$ cat src/sv/ldin_pkg.sv
`timescale 1ns / 1ps
// ----------------------------------------------------------------------------
// ldin_pkg
// Shared types, codes and defaults of the log-domain interpolating normalizer.
// ----------------------------------------------------------------------------
package ldin_pkg;

	localparam int DEPTH_DEF    = 64;
	localparam int LOG_FRAC_DEF = 16;
	localparam int VAL_W        = 32;
	localparam int FAC_W        = 24;

	localparam logic [1:0] CMD_ADD   = 2'd0;
	localparam logic [1:0] CMD_QUERY = 2'd1;
	localparam logic [1:0] CMD_CLEAR = 2'd2;

	localparam logic [1:0] ST_OK    = 2'd0;
	localparam logic [1:0] ST_EMPTY = 2'd1;
	localparam logic [1:0] ST_FULL  = 2'd2;
	localparam logic [1:0] ST_ZERO  = 2'd3;

	typedef struct packed {
		logic [1:0]       command;
		logic [VAL_W-1:0] sample_value;
		logic [FAC_W-1:0] point_factor;
	} in_word_t;

	typedef struct packed {
		logic [VAL_W-1:0] normalized_value;
		logic [1:0]       status;
	} out_word_t;

	// flags of the lookup record that ripples down the cell chain
	typedef struct packed {
		logic found;
		logic direct;
	} rec_flags_t;

endpackage

$ cat src/sv/ldin_log2.sv
`timescale 1ns / 1ps
// ----------------------------------------------------------------------------
// ldin_log2
// Iterative log2(v/256 + 1): normalize one bit a cycle, then one squaring of
// the mantissa per fraction bit.
// ----------------------------------------------------------------------------
module ldin_log2 #(
	parameter int LOG_FRAC = 16
) (
	input  logic                       clk,
	input  logic                       arst_n,
	input  logic                       start,
	input  logic [ldin_pkg::VAL_W-1:0] v,
	output logic                       done,
	output logic [LOG_FRAC+4:0]        lpos
);
	import ldin_pkg::*;

	localparam int KW = $clog2(LOG_FRAC);

	typedef enum logic [2:0] {
		L_IDLE = 3'b001,
		L_NORM = 3'b010,
		L_SQR  = 3'b100
	} lstate_t;

	lstate_t             state_q;
	logic [32:0]         x_q;
	logic [5:0]          p_q;
	logic [31:0]         m_q;
	logic [LOG_FRAC-1:0] frac_q;
	logic [KW-1:0]       k_q;
	logic                done_q;
	logic [63:0]         prod;
	logic [32:0]         t;
	logic [4:0]          ip;

	assign prod = 64'(m_q) * 64'(m_q);
	assign t    = prod[63:31];
	assign ip   = 5'(p_q - 6'd8);

	always_ff @(posedge clk or negedge arst_n) begin
		if (!arst_n) begin
			state_q <= L_IDLE;
			done_q  <= 1'b0;
		end else begin
			done_q <= 1'b0;
			case (state_q)
				L_IDLE: begin
					if (start) state_q <= L_NORM;
				end
				L_NORM: begin
					if (x_q[32]) state_q <= L_SQR;
				end
				L_SQR: begin
					if (k_q == KW'(LOG_FRAC - 1)) begin
						state_q <= L_IDLE;
						done_q  <= 1'b1;
					end
				end
				default: state_q <= L_IDLE;
			endcase
		end
	end

	always_ff @(posedge clk) begin
		case (state_q)
			L_IDLE: begin
				x_q <= {1'b0, v} + 33'd256;
				p_q <= 6'd32;
				k_q <= '0;
			end
			L_NORM: begin
				if (x_q[32]) begin
					m_q <= x_q[32:1];
				end else begin
					x_q <= {x_q[31:0], 1'b0};
					p_q <= p_q - 6'd1;
				end
			end
			L_SQR: begin
				k_q <= k_q + 1'b1;
				frac_q <= {frac_q[LOG_FRAC-2:0], t[32]};
				m_q <= t[32] ? t[32:1] : t[31:0];
			end
			default: ;
		endcase
	end

	assign done = done_q;
	assign lpos = {ip, frac_q};

endmodule

$ cat config.mk
export PLATFORM = sky130hd
export DESIGN_NAME = ldin_log2
export DESIGN_NICKNAME = d
export VERILOG_FILES = /design/src/sv/ldin_pkg.sv /design/src/sv/ldin_log2.sv
export SDC_FILE = /design/constraint.sdc
export NUM_CORES = 2
export LEC_CHECK = 0
export BUFFER_PORTS_ARGS = -buffer_cell sky130_fd_sc_hd__buf_2
export CAP_MARGIN = 20
export CORE_ASPECT_RATIO = 0.5
export CORE_MARGIN = 2
export CORE_UTILIZATION = 55
export DETAILED_ROUTE_END_ITERATION = 8
export HOLD_SLACK_MARGIN = 0.03
export PLACE_DENSITY = 0.76
export SYNTH_ARGS = -nofsm -noshare
export SYNTH_HDL_FRONTEND = slang
export SYNTH_SLANG_ARGS = --single-unit
$ cat constraint.sdc
create_clock -name clk -period 15.5 [get_ports clk]
set_input_delay 2.325 -clock clk [delete_from_list [all_inputs] [get_ports clk]]
set_output_delay 2.325 -clock clk [all_outputs]
set_load 0.01 [all_outputs]
==> results.yml <==
worst_hold_path:
  min_delay_path_depth: 0
  min_path_type: "reg2reg"
synthesis:
  synthXorXnorAreaFrac_pct: 2.66
  yosys.area_share.simple_pct: 12.7
  synth-main-ff-cell: "edfxtp_1"
  syn_inst: 3608
  synth.area.mux_share_pct: 0.184
  synth_top_area_cell: "fa_1"
  avgSynthCellArea_um2: 9.41
  synth_warnings: 0
  synth_seq_cells: 94
  synth_top_family_by_area: "adder cells"
  synth.area.top_cells: "fa_1 (47%), ha_1 (11%), inv_1 (11%), edfxtp_1 (8.0%), and2_1 (4.3%)"
  ys_top_cells_by_count: "inv_1 (983), fa_1 (791), nand2_1 (372)"
  synth.top_cell.area_share_pct: 46.6
  synth_edf_count: 90
  synthArstFlopShare_pct: 4.26
  synth_compound_area_share_pct: 5.79
  synth_area_um2: 33900
  yosysMostFrequentCell: "inv_1"
  synth_adder_area_share_pct: 57.8
  syn-num-nets: 4737
  synth-seq-area-share_pct: 8.26
  yosysUniqueCellTypes: 76
placed_design:
  hpwl_um: 66600
  portBuffers: 56
  routabilityCongestion: 1.00
die:
  initial_utilization_pct: 55.6
  dieArea_um2: 63800
  design.core.area_um2: 61100
  die_x_um: 355
  ios: 57
  fp.dieH_um: 180
  rows: 64
setup_path:
  end_kind: "flop"
  cp-start-kind: "flop"
  crit_fanout: 34
  arrival_ns: 9.90
  r2r_cells: 25
  crit_type: "reg2reg"
  cp_data_required_time_ns: 15.63
grt:
  busiest_layer: "met2"
  grt_pass1_wl_um: 138000
  grtUsageTotal_pct: 27.7
  grt_util_met2_pct: 46.7
  use_met3_pct: 4.13
  first_global_vias: 26300
  grt_max_degree: 67
  antenna_found_initial: 4
  met1_usage_pct: 36.9
  overflow: 0
sta:
  worst_pin_slew_ns: 1.19
  timing.fmax_ghz: 0.102
  slew_headroom_pct: 19.8
  post-route-period-util_pct: 63.0
  rsz0062_at_grt: "no"
  finClkSkew_ns: 0.0178
  period_minus_slack_ns: 9.77
  setup_tns_ns: 0
  setup_violations: 0
  timing_hold_violations_final: 0
  drv_slew: 0
clock_tree:
  cts_buffer_depth: 2
  postCtsSetupBuffers: 0
  clk_latency_ns: 0.37
  clk_pin_slew_worst_paths_ns: 0.09
  h-tree-depth: 3
  cts_hold_buf: 0
  cts_tree: "yes"
  clockRootBuffer: "clkbuf_16"
  clkSinkCount: 94
  numCtsBuffers: 9
  cts_resized: 0
finish:
  final_nets: 4700
  nFillCells: 5188
  areaGrowthSynthToFinish_pct: 4.05
  drive_gt1_share_pct: 4.03
  diodes: 0
run_status:
  status: "complete, no violations"
route:
  ant_nets: 0
  post_drt_via_cell_ratio: 5.49
  routed_wl_um: 83600
  wl_per_cell_um: 19.0
  dr.first_iter.drc_count: 1828
  vias: 24200
  dr.pass1.iters: 5
  drc_errors: 0
run:
  maxCapViolations: 0
-- kinds of logic after synthesis --
group | Yosys count
flops | 94
compound gates | 308
mux | 6
fa+ha+maj | 1094
buf+inv | 1127
xor+xnor | 101
simple gates | 878
-- state kept, by name, summed over array words and instances (netlist names) --
name / flops
x_q: 33
m_q: 32
frac_q: 16
p_q: 5
k_q: 4
state_q: 3
done: 1
-- path summary, 6_finish.rpt --
check,start,end,slack [ns]
min reg2reg,frac_q[5]$_DFFE_PP_,frac_q[6]$_DFFE_PP_,0.45
max,m_q[23]$_DFFE_PP_,m_q[31]$_SDFFCE_PP1P_,5.73
min,frac_q[5]$_DFFE_PP_,frac_q[6]$_DFFE_PP_,0.45
max reg2reg,m_q[23]$_DFFE_PP_,m_q[31]$_SDFFCE_PP1P_,5.73
min in group asynchronous,arst_n,done$_DFF_PN0_,1.75
max in group asynchronous,arst_n,state_q[0]$_DFFE_PN1P_,13.54
-- cells in the final DEF, fill, tap and decap left out, types with 33 or more instances in the layout --
cell      Yosys  routed
o21ai_0      64      64
and2_1      233     233
fa_1        791     791
nand3b_1     33      33
ha_1        303     303
nand2_1     372     372
a21oi_1      86      85
xnor2_1      49      49
xor2_1       51      51
buf_4         4      35
inv_1       983     983
buf_2         6      56
a31oi_1      39      39
nor2_1      113     112
edfxtp_1     90      90
-- layer usage --
metal,wire length [µm],vias up
li1,-,10700
met1,33200,12400
met2,41000,850
met3,6330,197
met4,3050,2
met5,13,-
-- final cells by class --
cell class / count / area [µm²] / share of cell area, %
multi-input cells: 2387 / 26900 / 76.1
repair buffers: 93 / 583 / 1.65
inverters: 986 / 3710 / 10.5
flip-flops and latches: 94 / 2800 / 7.94
clock inverters: 7 / 83.8 / 0.237
well taps: 825 / 1030 / 2.92
clock buffers: 9 / 225 / 0.638
-- metrics by stage --
step	instance area, µm²	instances	setup slack, ns	util [%]	hold slack [ns]
final	35300	4401	5.73	57.8	0.451
after CTS	35300	4399	5.96	57.7	0.455
after detailed placement	35000	4383	6.02	57.2	0.430
after global placement	35000	4383	6.12	57.2	0.423
after floorplan	33900	3608	7.67	-	0.492
after global routing	35300	4401	5.39	57.8	0.456
-- critical path, stage by stage (launching register included) --
cell and delay [ns]:
edfxtp_1 0.80, buf_4 0.44, and2_1 0.25, xnor2_1 0.08, ha_1 0.19, a31o_2 0.25, fa_1 0.51, fa_1 0.52
inv_1 0.06, fa_1 0.53, inv_1 0.05, fa_1 0.48, fa_1 0.45, fa_1 0.54, fa_1 0.41, ha_1 0.39
a21oi_1 0.09, o21ai_0 0.69, a211oi_1 0.18, o221ai_1 0.25, a21oi_2 0.09, o21a_1 0.25, o41a_4 0.40, xor2_4 0.74
clkinv_4 0.40, or3_1 0.45
Power is not shown: default switching activity piles up to over one toggle a cycle in this logic, so the estimate is an artifact.
