### config.mk
export PLATFORM = sky130hd
export DESIGN_NAME = ldin_cell
export DESIGN_NICKNAME = d
export VERILOG_FILES = /design/src/sv/ldin_pkg.sv /design/src/sv/ldin_cell.sv
export SDC_FILE = /design/constraint.sdc
export NUM_CORES = 1
export LEC_CHECK = 0
export BUFFER_PORTS_ARGS = -buffer_cell sky130_fd_sc_hd__buf_2
export CORE_AREA = 2 2 173 175
export DETAILED_ROUTE_END_ITERATION = 7
export DIE_AREA = 0 0 175 177
export REMOVE_ABC_BUFFERS = 1
export SETUP_SLACK_MARGIN = 0.05
export SLEW_MARGIN = 20
export SYNTH_ARGS = -nofsm -noshare
export SYNTH_HDL_FRONTEND = slang
export SYNTH_SLANG_ARGS = --single-unit
export TNS_END_PERCENT = 100
### constraint.sdc
create_clock -name clk -period 6.2 [get_ports clk]
set_input_delay 0.62 -clock clk [delete_from_list [all_inputs] [get_ports clk]]
set_output_delay 0.62 -clock clk [all_outputs]
set_load 0.01 [all_outputs]
### src/sv/ldin_pkg.sv
`timescale 1ns / 1ps
// ----------------------------------------------------------------------------
// ldin_pkg
// Shared types, codes and defaults of the log-domain interpolating normalizer.
// ----------------------------------------------------------------------------
package ldin_pkg;

	localparam int DEPTH_DEF    = 64;
	localparam int LOG_FRAC_DEF = 16;
	localparam int VAL_W        = 32;
	localparam int FAC_W        = 24;

	localparam logic [1:0] CMD_ADD   = 2'd0;
	localparam logic [1:0] CMD_QUERY = 2'd1;
	localparam logic [1:0] CMD_CLEAR = 2'd2;

	localparam logic [1:0] ST_OK    = 2'd0;
	localparam logic [1:0] ST_EMPTY = 2'd1;
	localparam logic [1:0] ST_FULL  = 2'd2;
	localparam logic [1:0] ST_ZERO  = 2'd3;

	typedef struct packed {
		logic [1:0]       command;
		logic [VAL_W-1:0] sample_value;
		logic [FAC_W-1:0] point_factor;
	} in_word_t;

	typedef struct packed {
		logic [VAL_W-1:0] normalized_value;
		logic [1:0]       status;
	} out_word_t;

	// flags of the lookup record that ripples down the cell chain
	typedef struct packed {
		logic found;
		logic direct;
	} rec_flags_t;

endpackage

### src/sv/ldin_cell.sv
`timescale 1ns / 1ps
// ----------------------------------------------------------------------------
// ldin_cell
// One table slot: holds a point, takes part in sorted insert, and refines the
// lookup record handed on by its left neighbor.
// ----------------------------------------------------------------------------
module ldin_cell #(
	parameter int IDX = 0,
	parameter int CW  = 7,
	parameter int LW  = 21
) (
	input  logic                      clk,
	input  logic                      arst_n,
	input  logic [CW-1:0]             count,
	input  logic                      insert,
	input  logic [ldin_pkg::VAL_W-1:0] val,
	input  logic [ldin_pkg::FAC_W-1:0] fac,
	input  logic [LW-1:0]             new_l,
	input  logic [LW-1:0]             lr,
	input  logic                      left_gt,
	input  logic [ldin_pkg::VAL_W-1:0] left_v,
	input  logic [ldin_pkg::FAC_W-1:0] left_n,
	input  logic [LW-1:0]             left_l,
	output logic                      gt,
	output logic [ldin_pkg::VAL_W-1:0] v,
	output logic [ldin_pkg::FAC_W-1:0] n,
	output logic [LW-1:0]             l,
	input  ldin_pkg::rec_flags_t      rin_f,
	input  logic [ldin_pkg::FAC_W-1:0] rin_na,
	input  logic [ldin_pkg::FAC_W-1:0] rin_nb,
	input  logic [LW-1:0]             rin_la,
	input  logic [LW-1:0]             rin_lb,
	output ldin_pkg::rec_flags_t      rout_f,
	output logic [ldin_pkg::FAC_W-1:0] rout_na,
	output logic [ldin_pkg::FAC_W-1:0] rout_nb,
	output logic [LW-1:0]             rout_la,
	output logic [LW-1:0]             rout_lb
);
	import ldin_pkg::*;

	logic [VAL_W-1:0] v_q;
	logic [FAC_W-1:0] n_q;
	logic [LW-1:0]    l_q;
	logic             occ, last, wr;

	rec_flags_t       f_d, f_q;
	logic [FAC_W-1:0] na_d, nb_d, na_q, nb_q;
	logic [LW-1:0]    la_d, lb_d, la_q, lb_q;

	assign occ  = CW'(IDX) < count;
	assign last = count == CW'(IDX + 1);
	assign gt   = occ && (v_q > val);
	assign wr   = insert && (gt || count == CW'(IDX));

	assign v = v_q;
	assign n = n_q;
	assign l = l_q;

	// shift right from the neighbor while its value is larger, else take new
	always_ff @(posedge clk) begin
		if (wr) begin
			if (left_gt) begin
				v_q <= left_v;
				n_q <= left_n;
				l_q <= left_l;
			end else begin
				v_q <= val;
				n_q <= fac;
				l_q <= new_l;
			end
		end
	end

	always_comb begin
		f_d  = rin_f;
		na_d = rin_na;
		nb_d = rin_nb;
		la_d = rin_la;
		lb_d = rin_lb;
		if (IDX == 0 && val < v_q) begin
			f_d  = '{found: 1'b1, direct: 1'b1};
			na_d = n_q;
		end else if (IDX != 0 && occ && !rin_f.found && l_q >= lr) begin
			// first upper point at or above the query position
			na_d = left_n;
			la_d = left_l;
			nb_d = n_q;
			lb_d = l_q;
			f_d  = '{found: 1'b1, direct: !(l_q > left_l)};
		end
		if (last && val >= v_q) begin
			f_d  = '{found: 1'b1, direct: 1'b1};
			na_d = n_q;
		end
	end

	always_ff @(posedge clk or negedge arst_n) begin
		if (!arst_n) begin
			f_q <= '0;
		end else begin
			f_q <= f_d;
		end
	end

	always_ff @(posedge clk) begin
		na_q <= na_d;
		nb_q <= nb_d;
		la_q <= la_d;
		lb_q <= lb_d;
	end

	assign rout_f  = f_q;
	assign rout_na = na_q;
	assign rout_nb = nb_q;
	assign rout_la = la_q;
	assign rout_lb = lb_q;

endmodule

==> reports/metrics.cfg, run 1 <==
[setup_path]
r2r_setup_slack_ns=2.68
worstSetupPathType=register to register
reg2reg_to=n[17]
cpPeakStageDelay_ns=0.75
slowest_stage=o21a_4
crit_chain=inv_1 > ha_1 > a21oi_1 > o21ai_0 > a221o_1 > a2111o_1 > nor2_1 > o21a_4 > buf_4
rr_startpoint=v[19]
crit_path_end_kind=register
required_ns=6.29
reg2regPathDepth=9
path_max_fanout=56
critPathArrivalTime_ns=3.62
cp-start-kind=register

[global_routing]
antenna_found_initial=1
grt_use_total=0.121
grt_max_degree=57
grt_pass1_wl_um=28000
grt_overflow=0
first_global_vias=4934

[logic_synthesis]
yosysTopAreaCellShare=0.373
synth_most_common_cell=mux2_2
syn_inst=403
async_flop_share=0.0118
avgSynthCellArea_um2=15.4
synth_area_um2=6200
synth_largest_area_cell=edfxtp_1
ys_seq_area_frac=0.671
yosysWarnings=0
synth.area.top_cells=edfxtp_1 (37%), dfxtp_1 (29%), mux2_2 (18%)
yosys_register_bits=169
synth_cell_types=29
synth_ff_type=dfxtp_1
ys_top_cells_by_count=mux2_2 (100), dfxtp_1 (90), edfxtp_1 (77)
synth-edff-count=77

[routing]
vias_per_cell=3.85
drtPass1Iterations=4
totalWireLength_um=19300
drt_iter0_drc=138
drcViolationCount=0
wl_per_cell_um=15.5
num_vias=4790
antenna_left=0

[clock_tree]
clk_latency_ns=0.42
clkSinkCount=169
cts_hold_repair.buffers=1
numCtsBuffers=17
htreeDepth=4
clockBufferDepth=2
root_buffer=clkbuf_16
path_clk_slew_ns=0.07
cts_setup_buffers=0
cts_resized=0
cts_tree=yes

[timing]
tightest_slew_ns=0.915
setup_viol=0
min_period_over_period=0.568
final.setup.tns_ns=0
final_max_slew_viol_count=0
period_needed_ns=3.52
slew_headroom=0.390
hold_ws_ns=0.291
fin_skew_ns=0.00898
rsz0062_at_grt=no
fmaxAchievable_ghz=0.284
final-hold-violation-count=0

[run_status]
status=complete, no violations

[placement]
dp.cells=1210
hpwl_um=15300
gp_congestion=0.787
portBuffers=426

[hold_path]
worstHoldStart=rin_lb[10]
whs_path_depth=1
whs_endpoint=rout_lb[10]
worstHoldPathType=input pin to register

[job]
max-cap-violations=0

[floorplan]
ios=448
core-area_um2=29200
die_y_um=177
start_util=0.212
die_w_um=175
num_rows=63
dieArea_um2=31000

[layout]
nets=1150
finalNonFillerCells=1243
layout-drive-gt1-share=0.660
area_growth_pct=51.3
nFillCells=3023
num_antenna_cells=0

[power]
p_leak_nw=4.41
ir_worst_vdd_mv=0.129
power_density_nw_per_um2=297

==> critical path, delay by kind of cell (launching register included) <==
family	cells	cell delay, ns
AO/OA/AOI/OAI	5	1.84
buffers and inverters	2	0.51
flip-flops	1	0.42
adder cells (fa/ha/maj)	1	0.23
AND/OR/NAND/NOR	1	0.16
==> where the power goes <==
part / total (mW) / internal (mW) / leakage, nW / switching [mW]
logic: 0.410 / 0.203 / 2.61 / 0.207
registers: 1.30 / 1.27 / 1.51 / 0.0284
clock network: 1.08 / 0.601 / 0.285 / 0.476
==> how the worst max path moves through the flow <==
stage	startpoint	end	depth (start not counted)	slack (ns)
detailed placement	val[19]	v[30]	9	2.28
global placement	val[22]	v[28]	9	2.28
finish	v[19]	n[17]	9	2.68
CTS	v[19]	n[17]	9	2.59
global route	v[19]	n[17]	9	2.36
floorplan	val[21]	l[0]	6	1.96
==> routing by layer <==
metal  part of all wire  global-route usage  wire length, um
met1               0.39               0.134             7440
met2               0.52               0.217            10000
met3              0.082              0.0449             1580
met4              0.011              0.0382              217
met5            0.00083                   0               16
==> final cells by class <==
type / count / area, um^2 / share of cell area
flip-flops and latches: 169 / 4160 / 0.444
repair buffers: 429 / 2160 / 0.230
multi-input cells: 190 / 1870 / 0.199
well taps: 390 / 488 / 0.0520
clock buffers: 19 / 433 / 0.0461
clock inverters: 13 / 149 / 0.0159
inverters: 33 / 124 / 0.0132
==> logic make-up (layout without fill, tap and decap cells) <==
family | count (synthesis) | count (layout) | share of synthesized area
AO/OA/AOI/OAI | 26 | 26 | 0.0280
adder cells (fa/ha/maj) | 32 | 32 | 0.0646
buffers and inverters | 44 | 494 | 0.0291
flip-flops | 169 | 169 | 0.671
multiplexers | 100 | 100 | 0.182
AND/OR/NAND/NOR | 32 | 32 | 0.0254
==> through the flow <==
stage / setup WS, ns / area [um^2] / utilization / power, mW
2_1_floorplan: 1.96 / 6150 / - / 1.51
3_3_place_gp: 2.28 / 8790 / 0.301 / 1.74
3_5_place_dp: 2.28 / 8790 / 0.301 / 1.75
4_1_cts: 2.59 / 9380 / 0.321 / 2.84
5_1_grt: 2.36 / 9380 / 0.321 / 2.93
6_report: 2.68 / 9380 / 0.321 / 2.79
==> placed cells by master (no fill, tap or decap), types with 2 or more instances in the layout <==
cell type / n
a2111o_1: 2
a21oi_1: 12
buf_2: 425
buf_4: 3
bufinv_16: 2
clkbuf_1: 2
clkbuf_16: 17
clkinv_2: 3
clkinv_4: 5
dfrtp_1: 2
dfxtp_1: 90
edfxtp_1: 77
ha_1: 32
inv_1: 33
inv_8: 2
mux2_2: 100
nand2_1: 9
nand3_1: 6
nand4_1: 5
nor2_1: 6
o21ai_0: 4
or2_2: 2
==> registers in the layout, summed over array words and instances, names as in the netlist <==
signal	count
rout_f	2
rout_na	24
l	21
rout_nb	24
rout_lb	21
rout_la	21
v	32
n	24
Power figures use the tool's default switching activity.
==> run 2, diff against run 1 <==
CORE_AREA = 2 2 174 176   (was 2 2 173 175)
DIE_AREA = 0 0 176 178   (was 0 0 175 177)
clock period = 3.3 ns   (was 6.2 ns; I/O delays follow)
==> reports/metrics.cfg, run 2 (synthesized netlist as in run 1, its figures left out) <==
[timing]
timing.final.ws_setup_ns=0.420  ; -2.26 ns
final.setup.tns_ns=0  ; unchanged
min_period_over_period=0.873
final_max_slew_viol_count=0  ; unchanged
final-hold-violation-count=0  ; unchanged
fmaxAchievable_ghz=0.347
setup_viol=0  ; unchanged
tightest_slew_ns=0.645  ; -0.270 ns
period_needed_ns=2.88
slew_headroom=0.570  ; +0.180
fin_skew_ns=0.00808  ; -0.000907 ns
hold_ws_ns=0.101  ; -0.190 ns
rsz0062_at_grt=no

[clock_tree]
clk_latency_ns=0.42  ; about the same
clkSinkCount=169  ; unchanged
path_clk_slew_ns=0.07  ; about the same
cts_setup_buffers=0  ; unchanged
htreeDepth=4  ; unchanged
clockBufferDepth=2  ; unchanged
cts_tree=yes
cts_hold_repair.buffers=66  ; +65
root_buffer=clkbuf_16
numCtsBuffers=17  ; unchanged
cts_resized=0  ; unchanged

[routing]
drt_iter0_drc=149  ; +8.0%
drcViolationCount=0  ; unchanged
vias_per_cell=3.82  ; -0.81%
drtPass1Iterations=4  ; unchanged
totalWireLength_um=19600  ; +1.5%
wl_per_cell_um=14.9  ; -3.9%
antenna_left=0  ; unchanged
num_vias=5015  ; +4.7%

[floorplan]
dieArea_um2=31300  ; +1.1%
start_util=0.211  ; -0.00114
ios=448  ; unchanged
num_rows=63  ; unchanged
core-area_um2=29400  ; +0.54%
die_w_um=176  ; +0.57%
die_y_um=178  ; +0.56%

[setup_path]
crit_family=compound AO/OA/AOI/OAI gates
crit_chain=inv_1 > ha_1 > and4_2 > a221o_1 > a2111o_1 > nor3_1 > buf_2
critPathArrivalTime_ns=2.55  ; -1.07 ns
slowest_stage=a2111o_1
worstSetupPathType=register to output pin
crit_path_end_kind=output pin
path_max_fanout=3  ; -95%
r2r_setup_slack_ns=0.59  ; -2.09 ns
cpPeakStageDelay_ns=0.50  ; -0.25 ns
critPathBufInv=2  ; unchanged
cp-start-kind=register
required_ns=2.97  ; -3.32 ns

[global_routing]
grtUsageMet1=0.139  ; +0.00543
grt_overflow=0  ; unchanged
grt_pass1_wl_um=28200  ; +0.86%
grtUsageMet3=0.0401  ; -0.00482
grt_use_total=0.120  ; -0.00149
busiest_layer=met2
use_met2=0.210  ; -0.00676
first_global_vias=5203  ; +5.5%
grt_max_degree=44  ; -23%
antenna_found_initial=1  ; unchanged

[layout]
nets=1218  ; +5.9%
nFillCells=2950  ; -2.4%
regArea_um2=4160  ; unchanged
area_growth_pct=62.9
finalNonFillerCells=1312  ; +5.6%
layout-drive-gt1-share=0.613  ; -0.0466
final_common_cell=buf_2
mostFrequentLayoutCells=buf_2 (425), mux2_2 (100), dfxtp_1 (90)
fin_area_um2=10100  ; +7.7%
largest_reg_flops=32  ; unchanged
final_core_util=0.344  ; +0.0229
multi_input_area_um2=1870  ; unchanged

[placement]
dpl-instance-area_um2=8860  ; +0.74%
portBuffers=426  ; unchanged
pre_cts_slack_ns=0.504  ; -1.77 ns
hpwl_um=14700  ; -3.4%
dp.cells=1212  ; +0.17%
gp_congestion=0.770  ; -2.2%

[power]
p_leak_nw=4.71  ; +7.0%
ir_worst_vdd_mv=0.245  ; +91%
power.total_mw=5.29  ; +90%
power_density_nw_per_um2=524  ; +76%

[run_status]
status=complete, no violations

[job]
max-cap-violations=0  ; unchanged

[hold_path]
worstHoldPathType=input pin to register

[run 2: metal layers]
layer	share of wire	up-vias	wire, um
met1	0.40	2299	7840
li1	-	2462	-
met4	0.012	0	226
met2	0.51	241	9910
met5	0	-	0
met3	0.081	13	1580
[run 2: where the power goes]
group          internal, mW  switching [mW]  total, mW
registers              2.39          0.0546       2.44
logic                 0.450           0.402      0.852
clock network          1.08           0.918       2.00
total                  3.92            1.37       5.29
[run 2: path summary, 6_finish.rpt]
kind                          start     endpoint  cells after the start
min reg2reg                   n[23]  rout_na[23]                      1
max                           v[21]           gt                      7
min                        rin_f[0]    rout_f[0]                      2
min in group asynchronous    arst_n    rout_f[0]                      2
max in group asynchronous    arst_n    rout_f[1]                      2
max reg2reg                   v[21]        n[18]                      8
[run 2: layout make-up]
cell class / count / area share
Antenna cell: 1 / 0.000248
Multi-Input combinational cell: 190 / 0.185
Timing Repair Buffer: 497 / 0.286
Inverter: 33 / 0.0123
Clock buffer: 21 / 0.0478
Clock inverter: 11 / 0.00929
Tap cell: 390 / 0.0483
Sequential cell: 169 / 0.412
