[config.mk]
export PLATFORM = sky130hd
export DESIGN_NAME = ldin_div
export DESIGN_NICKNAME = d
export VERILOG_FILES = /design/src/sv/ldin_div.sv
export SDC_FILE = /design/constraint.sdc
export NUM_CORES = 1
export LEC_CHECK = 0
export BUFFER_PORTS_ARGS = -buffer_cell sky130_fd_sc_hd__buf_4
export CAP_MARGIN = 10
export CELL_PAD_IN_SITES_DETAIL_PLACEMENT = 1
export CELL_PAD_IN_SITES_GLOBAL_PLACEMENT = 2
export CORE_MARGIN = 1.5
export CORE_UTILIZATION = 35
export CTS_CLUSTER_DIAMETER = 200
export DETAILED_ROUTE_END_ITERATION = 6
export PLACE_DENSITY = 0.79
export SKIP_LAST_GASP = 1
export SLEW_MARGIN = 20
export SYNTH_ARGS = -nofsm -noshare
export SYNTH_HDL_FRONTEND = slang
export SYNTH_SLANG_ARGS = --single-unit
export TNS_END_PERCENT = 1
[constraint.sdc]
create_clock -name clk -period 3.5 [get_ports clk]
set_input_delay 0.7 -clock clk [delete_from_list [all_inputs] [get_ports clk]]
set_output_delay 0.7 -clock clk [all_outputs]
set_load 0.05 [all_outputs]
[src/sv/ldin_div.sv]
`timescale 1ns / 1ps
// ----------------------------------------------------------------------------
// ldin_div
// Restoring divider, one quotient bit per cycle.
// ----------------------------------------------------------------------------
module ldin_div #(
	parameter int NW = 48,
	parameter int DW = 24
) (
	input  logic          clk,
	input  logic          arst_n,
	input  logic          start,
	input  logic [NW-1:0] num,
	input  logic [DW-1:0] den,
	output logic          done,
	output logic [NW-1:0] quot
);
	localparam int CNW = $clog2(NW + 1);

	logic [NW-1:0]  q_q;
	logic [DW-1:0]  r_q, d_q;
	logic [CNW-1:0] cnt_q;
	logic           run_q, done_q;
	logic [DW:0]    trial, diff;
	logic           ge;

	assign trial = {r_q, q_q[NW-1]};
	assign ge    = trial >= {1'b0, d_q};
	assign diff  = trial - {1'b0, d_q};

	always_ff @(posedge clk or negedge arst_n) begin
		if (!arst_n) begin
			run_q  <= 1'b0;
			done_q <= 1'b0;
		end else begin
			done_q <= 1'b0;
			if (start) begin
				run_q <= 1'b1;
			end else if (run_q && cnt_q == CNW'(NW - 1)) begin
				run_q  <= 1'b0;
				done_q <= 1'b1;
			end
		end
	end

	always_ff @(posedge clk) begin
		if (start) begin
			q_q   <= num;
			d_q   <= den;
			r_q   <= '0;
			cnt_q <= '0;
		end else if (run_q) begin
			q_q   <= {q_q[NW-2:0], ge};
			r_q   <= ge ? diff[DW-1:0] : trial[DW-1:0];
			cnt_q <= cnt_q + 1'b1;
		end
	end

	assign done = done_q;
	assign quot = q_q;

endmodule

==> metrics.csv, run 1 <==
metric,value,unit
endpoint_kind,flop,
grt_max_degree,69,
critPathMaxFanout,12,
fin_crit,2940,ps
gp_congestion,0.865,
netlist.area_leader.share,0.392,
synth_largest_area_cell,edfxtp_1,
cp.buffers_inverters,2,
drt_iter0_drc,234,
track_usage,0.188,
preCtsSetupSlack,563,ps
cap_violations,0,
antenna_cells,0,
dp_hpwl,10.8,mm
finalNonFillerCells,820,
slowest_stage,a21o_1,
core,15300,sq um
post_drt_wl_per_cell,17.9,um
critical_path_class,reg -> reg,
cpPeakStageDelay,410,ps
synth-main-ff-cell,edfxtp_1,
grt_overflow,0,
viasPerCell,5.14,
clock-sinks,104,
pwr-share-seq,0.467,
rsz0062_at_grt,no,
place_inst,804,
combPwrFrac,0.193,
p_leak,2.94,nW
cellPowerDensity,450,nW/um^2
drcViolationCount,0,
p_sw,0.000910,W
cts_root_buffer,clkbuf_16,
fin_setup_tns,0,ps
post-cts-setup-buffers,0,
die_y,128,um
numPortBuffers,123,
final_max_slew_viol_count,0,
fp.dieW,128,um
relSlewSlack,0.442,
ys_async_sr_fraction,0.0192,
syn_area_per_cell,11.3,sq um
timing.final.setup_violations,0,
start_util,0.360,
p_int,0.00222,W
crit_family,compound AO/OA/AOI/OAI gates,
antenna_found_initial,0,
insertion_delay,370,ps
grt_pass1_wl,23.9,mm
ios,124,
outcome,completed,
synth-edff-count,72,
netlist_instances,486,
fin_ws,564,ps
grt_pass1_vias,4576,
first_pass_iters,4,
hold_violations,0,
startpoint,d_q[16],
drt_wl_total,14.7,mm
cts_hold_buf,0,
clkPwrFrac,0.339,
ys_types,60,
arrival,3200,ps
final_core_util,0.454,
worst_ir_drop_vdd,0.239,mV
yosysSeqAreaShare,0.511,
die_area,16500,sq um
post-route-period-util,0.839,
max_freq,341,MHz
cts_buffers,9,
clk_pin_slew,80,ps
layout.area.seq,2810,sq um
rows,45,
start_kind,flop,
fill_cells,1707,
synth_nets,587,
synth-seq-cells,104,
nets,705,
cts_resized,0,
skew,10.1,ps
multi_input_area,2470,sq um
yosysWarningCount,0,
ys_top_cells_by_area,"edfxtp_1 (39%), dfxtp_1 (11%), mux2_2 (9.6%), ha_1 (5.7%), nor2_1 (2.6%)",
crit_required,3760,ps
cts_tree,yes,
min_path_type,in -> async,
p_sw_frac,0.291,
area_delta_synth_final,26.1,%
vias,4211,
netlist_area,5510,sq um
htreeDepth,3,
final_layout_size_suffix_gt1_frac,0.337,
drt.antenna.violating_nets,0,
regToRegStartpoint,d_q[16],
path_cells,inv_1 -> ha_1 -> and4_1 -> and2_1 -> a22oi_1 -> nand3_2 -> a31oi_4 -> a21o_1 -> buf_4 -> nor3_1 -> nor4_1,
clk_path_buf_depth,2,
worst_pin_slew,837,ps
==> metrics by stage <==
stage	area, sq um	hold WS, ps	total power, W
6_report	6950	108	0.00313
5_1_grt	6950	85.1	0.00326
4_1_cts	6950	90.8	0.00317
3_5_place_dp	6640	474	0.00210
3_3_place_gp	6640	467	0.00208
2_1_floorplan	5510	404	0.00187
==> sequential cells by signal, summed over array words and instances (netlist names) <==
register,count
cnt_q,6
d_q,24
done,1
quot,48
r_q,24
run_q,1
==> power by group through the flow <==
stage	Combinational, W	Clock, W	Sequential (W)
6_report	0.000604	0.00106	0.00146
5_1_grt	0.000645	0.00114	0.00147
4_1_cts	0.000610	0.00110	0.00146
3_5_place_dp	0.000609	0	0.00149
3_3_place_gp	0.000600	0	0.00148
2_1_floorplan	0.000195	0	0.00168
==> synthesized netlist by cell type (3+ instances only) <==
cell type / count
nor2b_1: 4
nor2_1: 38
a21o_1: 8
o31ai_1: 5
a31oi_1: 6
edfxtp_1: 72
dfxtp_1: 30
a21boi_0: 3
xnor2_1: 14
inv_1: 29
o21a_1: 4
a311oi_1: 3
a21oi_1: 25
nand2_1: 30
xor2_1: 9
or2_2: 5
and3_1: 4
or3_1: 3
nand4_1: 4
nand2b_1: 4
buf_2: 6
ha_1: 25
mux2i_1: 10
nor3_1: 7
nand3_1: 15
clkbuf_1: 10
a32oi_1: 5
a211oi_1: 9
o21ai_0: 11
mux2_2: 47
==> routing by layer <==
layer | vias up | routed length [um] | track usage
li1 | 2027 | - | -
met1 | 2067 | 6310 | 0.224
met2 | 104 | 7050 | 0.314
met3 | 13 | 1150 | 0.0786
met4 | 0 | 172 | 0.0482
met5 | - | 0 | 0
==> worst register-to-register path: stages (launching register included) <==
cell	delay, ps
edfxtp_1	330
inv_1	50
ha_1	380
and4_1	280
and2_1	140
a22oi_1	250
nand3_2	150
a31oi_4	260
a21o_1	410
buf_4	260
nor3_1	70
nor4_1	260
==> placed cells by master (no fill, tap or decap), types with 11 or more instances in the layout <==
master    Yosys  layout
nand2_1      30      30
xnor2_1      14      14
o21ai_0      11      11
dfxtp_1      30      30
buf_4         2     128
nand3_1      15      15
inv_1        29      28
mux2_2       47      47
nor2_1       38      38
edfxtp_1     72      72
ha_1         25      25
a21oi_1      25      25
==> cell families after synthesis <==
kind of cell,Yosys count,share of synthesized area
simple gates,123,0.106
xor+xnor,23,0.0366
flops,104,0.511
mux,57,0.114
compound gates,102,0.132
fa+ha+maj,26,0.0604
buf+inv,51,0.0402
==> path summary, 6_finish.rpt <==
kind	end	slack (ps)	cells past startpoint
setup / recovery	r_q[15]	560	11
hold / removal	run_q	110	1
setup reg to reg	r_q[15]	560	11
hold reg to reg	r_q[23]	490	2
max in group asynchronous	done	3300	1
min in group clk	r_q[23]	490	2
==> final cells by class <==
class	instances	share of cell area
inverter	29	0.0157
multi-input combinational	331	0.356
sequential	104	0.405
clock buffer	9	0.0324
clock inverter	7	0.0119
tap	211	0.0380
timing repair buffer	129	0.141
(Power assumes the default switching activity.)
==> run 2: changes to the inputs <==
- ABC_AREA: default -> 1
- CORE_UTILIZATION: 35 -> 31
- clock period: 3.5 -> 2.92 ns (I/O delays scaled with it)
==> run 2 against run 1 <==
Against the previous run: setup slack worse by 7.4 ps; non-clock buffer count is 4 higher; die area is 24% higher; critical path type unchanged; largest power group is now combinational cells.
==> metrics.csv, run 2 <==
metric,value,unit
outcome,completed,
min_path_type,in -> reg,
htreeDepth,3,
hold_violations,0,
timing.final.setup_violations,0,
relSlewSlack,0.631,
layout_common_cells,"nand2_1 (360), inv_1 (135), buf_4 (131)",
cts_root_buffer,clkbuf_16,
final_layout_size_suffix_gt1_frac,0.169,
hp-start,den[14],
yosysWarningCount,0,
fp.dieW,143,um
clk_pin_slew,90,ps
ys_async_sr_fraction,0.0192,
final_max_slew_viol_count,0,
ys_top_cells_by_area,"edfxtp_1 (35%), nand2_1 (22%), dfxtp_1 (9.9%), inv_1 (8.4%), nand3_1 (5.5%)",
preCtsSetupSlack,516,ps
gp_congestion,0.796,
ys_types,33,
antenna_found_initial,0,
drt_wl_total,18.1,mm
drcViolationCount,0,
post_drt_wl_per_cell,14.8,um
cts_buffers,9,
cts_tree,yes,
final_core_util,0.394,
endpoint_kind,flop,
synth-edff-count,72,
cts_resized,0,
fin_ws,556,ps
cap_violations,0,
die_area,20500,sq um
regToRegStartpoint,d_q[7],
rows,51,
grt_pass1_wl,29.7,mm
dp_hpwl,13.7,mm
vias,5447,
die_y,143,um
yosysSeqAreaShare,0.461,
fin_crit,2360,ps
area_delta_synth_final,25.5,%
rsz0062_at_grt,no,
largest_reg_flops,48,
grt_max_degree,52,
antenna_cells,0,
ios,124,
track_usage,0.186,
max_freq,423,MHz
core,19400,sq um
netlist.area_leader.share,0.355,
insertion_delay,370,ps
netlist_area,6100,sq um
netlist_instances,829,
startpoint,d_q[7],
grt_pass1_vias,5877,
viasPerCell,4.46,
post-route-period-util,0.809,
hold_depth,1,
p_leak,4.01,nW
drt.antenna.violating_nets,0,
clk_path_buf_depth,2,
grt_overflow,0,
worstRegToRegCells,11,
clock-sinks,104,
yosysMostFrequentCell,nand2_1,
drt_iter0_drc,180,
start_util,0.314,
synth_common_cells,"nand2_1 (360), inv_1 (136), edfxtp_1 (72)",
worst_ir_drop_vdd,0.300,mV
syn_area_per_cell,7.35,sq um
synth_largest_area_cell,edfxtp_1,
final_common_cell,nand2_1,
synth-seq-cells,104,
synth_nets,930,
critPathMaxFanout,24,
nets,1053,
worst_pin_slew,554,ps
fin_setup_tns,0,ps
crit_required,3150,ps
start_kind,flop,
skew,17.8,ps
synth-main-ff-cell,edfxtp_1,
critical_path_class,reg -> reg,
arrival,2590,ps
cellPowerDensity,825,nW/um^2
numPortBuffers,123,
first_pass_iters,4,
-- run 2: final timing paths --
| check | end | slack [ps] |
|---|---|---|
| hold reg to reg | r_q[15] | 480 |
| hold / removal | d_q[14] | 390 |
| setup / recovery | r_q[0] | 560 |
| min in group asynchronous | done | 570 |
| setup reg to reg | r_q[0] | 560 |
| max in group asynchronous | run_q | 2250 |
-- run 2: critical path, stage by stage, from the launching register on --
cell	delay (ps)
edfxtp_1	340
inv_1	40
ha_1	370
nand2_1	120
nor2_1	230
nand3_1	130
nand3_2	170
nand3b_4	220
nand2_4	350
nand2_1	90
nand3_1	70
o21ai_0	90
-- run 2: cell families (layout without fill, tap and decap cells) --
group           count (synthesis)  after routing  share of synthesized area
xor+xnor                        9              9                     0.0129
buf+inv                       161            289                      0.104
fa+ha+maj                      26             26                     0.0546
flops                         104            104                      0.461
simple gates                  493            493                      0.336
compound gates                 36             36                     0.0306
-- run 2: timing repair --
action                    in CTS  in global routing
hold buffers                   1                  0
buffers inserted               0                  0
hold endpoints to repair       2                  0
-- run 2: report_power, final --
group / internal (W) / switching, W
registers: 0.00184 / 0.000155
clock network: 0.000691 / 0.000639
logic: 0.00101 / 0.00198
total: 0.00354 / 0.00277
-- run 2: per-layer routing --
metal / vias to the layer above / routed length (um) / track usage
met4: 0 / 180 / 0.0397
met5: - / 0 / 0
met2: 109 / 8460 / 0.320
li1: 2824 / - / -
met1: 2499 / 8320 / 0.231
met3: 15 / 1100 / 0.0550
-- run 2: through the flow --
stage	hold slack (ps)	std cells	power [W]	instance area [sq um]
finish	388	1222	0.00631	7650
detailed placement	377	1205	0.00504	7320
global route	376	1222	0.00687	7650
global placement	376	1205	0.00502	7320
floorplan	288	829	0.00423	6100
CTS	378	1222	0.00642	7650
-- run 2: cell type report --
class | count | area [sq um]
fill | 2502 | 11800
sequential | 104 | 2810
multi-input combinational | 564 | 2650
timing repair buffer | 133 | 1010
inverter | 140 | 526
tap | 265 | 332
clock buffer | 9 | 225
clock inverter | 7 | 92.6
==> run 3: changes to the inputs <==
- clock period: 2.92 -> 2.4 ns (I/O delays scaled with it)
==> run 3 against run 2 <==
Against the previous run: global-route usage rose by 0.29 points; clock skew is 3.4 ps lower; die area unchanged; combinational power grew 33%; clock power increased by 22%; critical path depth increased by 1; design area is 1.5% higher; total power grew 27%; first-iteration DRC count is 6.1% lower.
==> metrics.csv, run 3 (same netlist as run 2, synthesis figures left out) <==
metric,value,unit
outcome,completed,
timing.final.setup_violations,0,
rsz0062_at_grt,yes,
post-cts-setup-buffers,0,
fp.dieW,143,um
cts_tree,yes,
startpoint,d_q[9],
regToRegStartpoint,d_q[9],
fin_ws,220,ps
antenna_found_initial,0,
drt.antenna.violating_nets,0,
grt_pass1_vias,5761,
critical_path_class,reg -> reg,
dp_hpwl,13.9,mm
worstRegToRegCells,12,
start_util,0.314,
hp-start,den[12],
final_layout_size_suffix_gt1_frac,0.179,
max_freq,459,MHz
die_area,20500,sq um
viasPerCell,4.44,
cp.buffers_inverters,3,
cpPeakStageDelay,340,ps
min_path_type,in -> reg,
cellPowerDensity,1030,nW/um^2
area_delta_synth_final,27.4,%
clk_pin_slew,90,ps
critPathMaxFanout,12,
fin_crit,2180,ps
drt_wl_total,18.4,mm
path_cells,inv_1 -> ha_1 -> nand2_1 -> nor2_2 -> inv_1 -> nor3_4 -> nand3b_4 -> nand2_4 -> buf_12 -> nand2_1 -> nand3_1 -> o21ai_1,
final_max_slew_viol_count,0,
skew,14.5,ps
fill_cells,2457,
final_core_util,0.400,
crit_family,simple AND/OR/NAND/NOR gates,
cts_root_buffer,clkbuf_16,
first_pass_iters,4,
htreeDepth,3,
rows,51,
hold_violations,0,
grt_overflow,0,
antenna_cells,0,
preCtsSetupSlack,122,ps
post-route-period-util,0.908,
nets,1063,
gp_congestion,0.812,
die_y,143,um
track_usage,0.189,
worst_ir_drop_vdd,0.386,mV
slowest_stage,edfxtp_1,
arrival,2420,ps
endpoint_kind,flop,
largest_reg_flops,48,
grt_pass1_wl,30.0,mm
start_kind,flop,
clk_path_buf_depth,2,
crit_required,2640,ps
cts_buffers,9,
final_common_cell,nand2_1,
core,19400,sq um
vias,5473,
post_drt_wl_per_cell,14.9,um
hold_depth,1,
ios,124,
worst_pin_slew,530,ps
p_leak,4.08,nW
grt_max_degree,65,
drt_iter0_drc,169,
drcViolationCount,0,
clock-sinks,104,
cp.depth,12,
numPortBuffers,123,
layout_common_cells,"nand2_1 (359), buf_4 (138), inv_1 (135)",
relSlewSlack,0.647,
insertion_delay,370,ps
cap_violations,0,
## run 3: repair_timing
action                                 CTS  global route
setup endpoints to repair                0             5
resized for setup                        0             2
hold buffers                             1             0
endpoints found under the hold margin    2             0
## run 3: cell type report
| type | instances | area (sq um) | share of cell area |
|---|---|---|---|
| timing repair buffer | 143 | 1130 | 0.145 |
| sequential | 104 | 2810 | 0.362 |
| tap | 265 | 332 | 0.0427 |
| clock buffer | 10 | 229 | 0.0295 |
| inverter | 140 | 526 | 0.0677 |
| multi-input combinational | 564 | 2660 | 0.342 |
| clock inverter | 6 | 86.3 | 0.0111 |
## run 3: path summary, 6_finish.rpt
check / slack, ps / end
max: 220 / r_q[7]
min: 280 / d_q[12]
max reg2reg: 220 / r_q[7]
min reg2reg: 480 / r_q[17]
max in group asynchronous: 1860 / done
min in group asynchronous: 460 / run_q
## run 3: layer usage
metal	global-route usage	up-vias	part of all wire
met2	0.310	108	0.46
met1	0.245	2501	0.47
met4	0.0430	0	0.011
met5	0	-	0
met3	0.0580	14	0.063
li1	-	2850	-
## run 3: where the power goes
group          internal [W]  switching, W
clock network      0.000842      0.000783
registers           0.00224      0.000187
logic               0.00145       0.00251
total               0.00453       0.00348
## run 3: stage by stage
step	TNS, ps	hold WS (ps)	area (sq um)	power (W)	std cells
floorplan	0	184	6100	0.00515	829
global placement	0	265	7430	0.00644	1215
detailed placement	0	265	7430	0.00645	1215
CTS	0	270	7760	0.00815	1232
global route	-8.80	268	7770	0.00869	1232
finish	0	285	7770	0.00801	1232
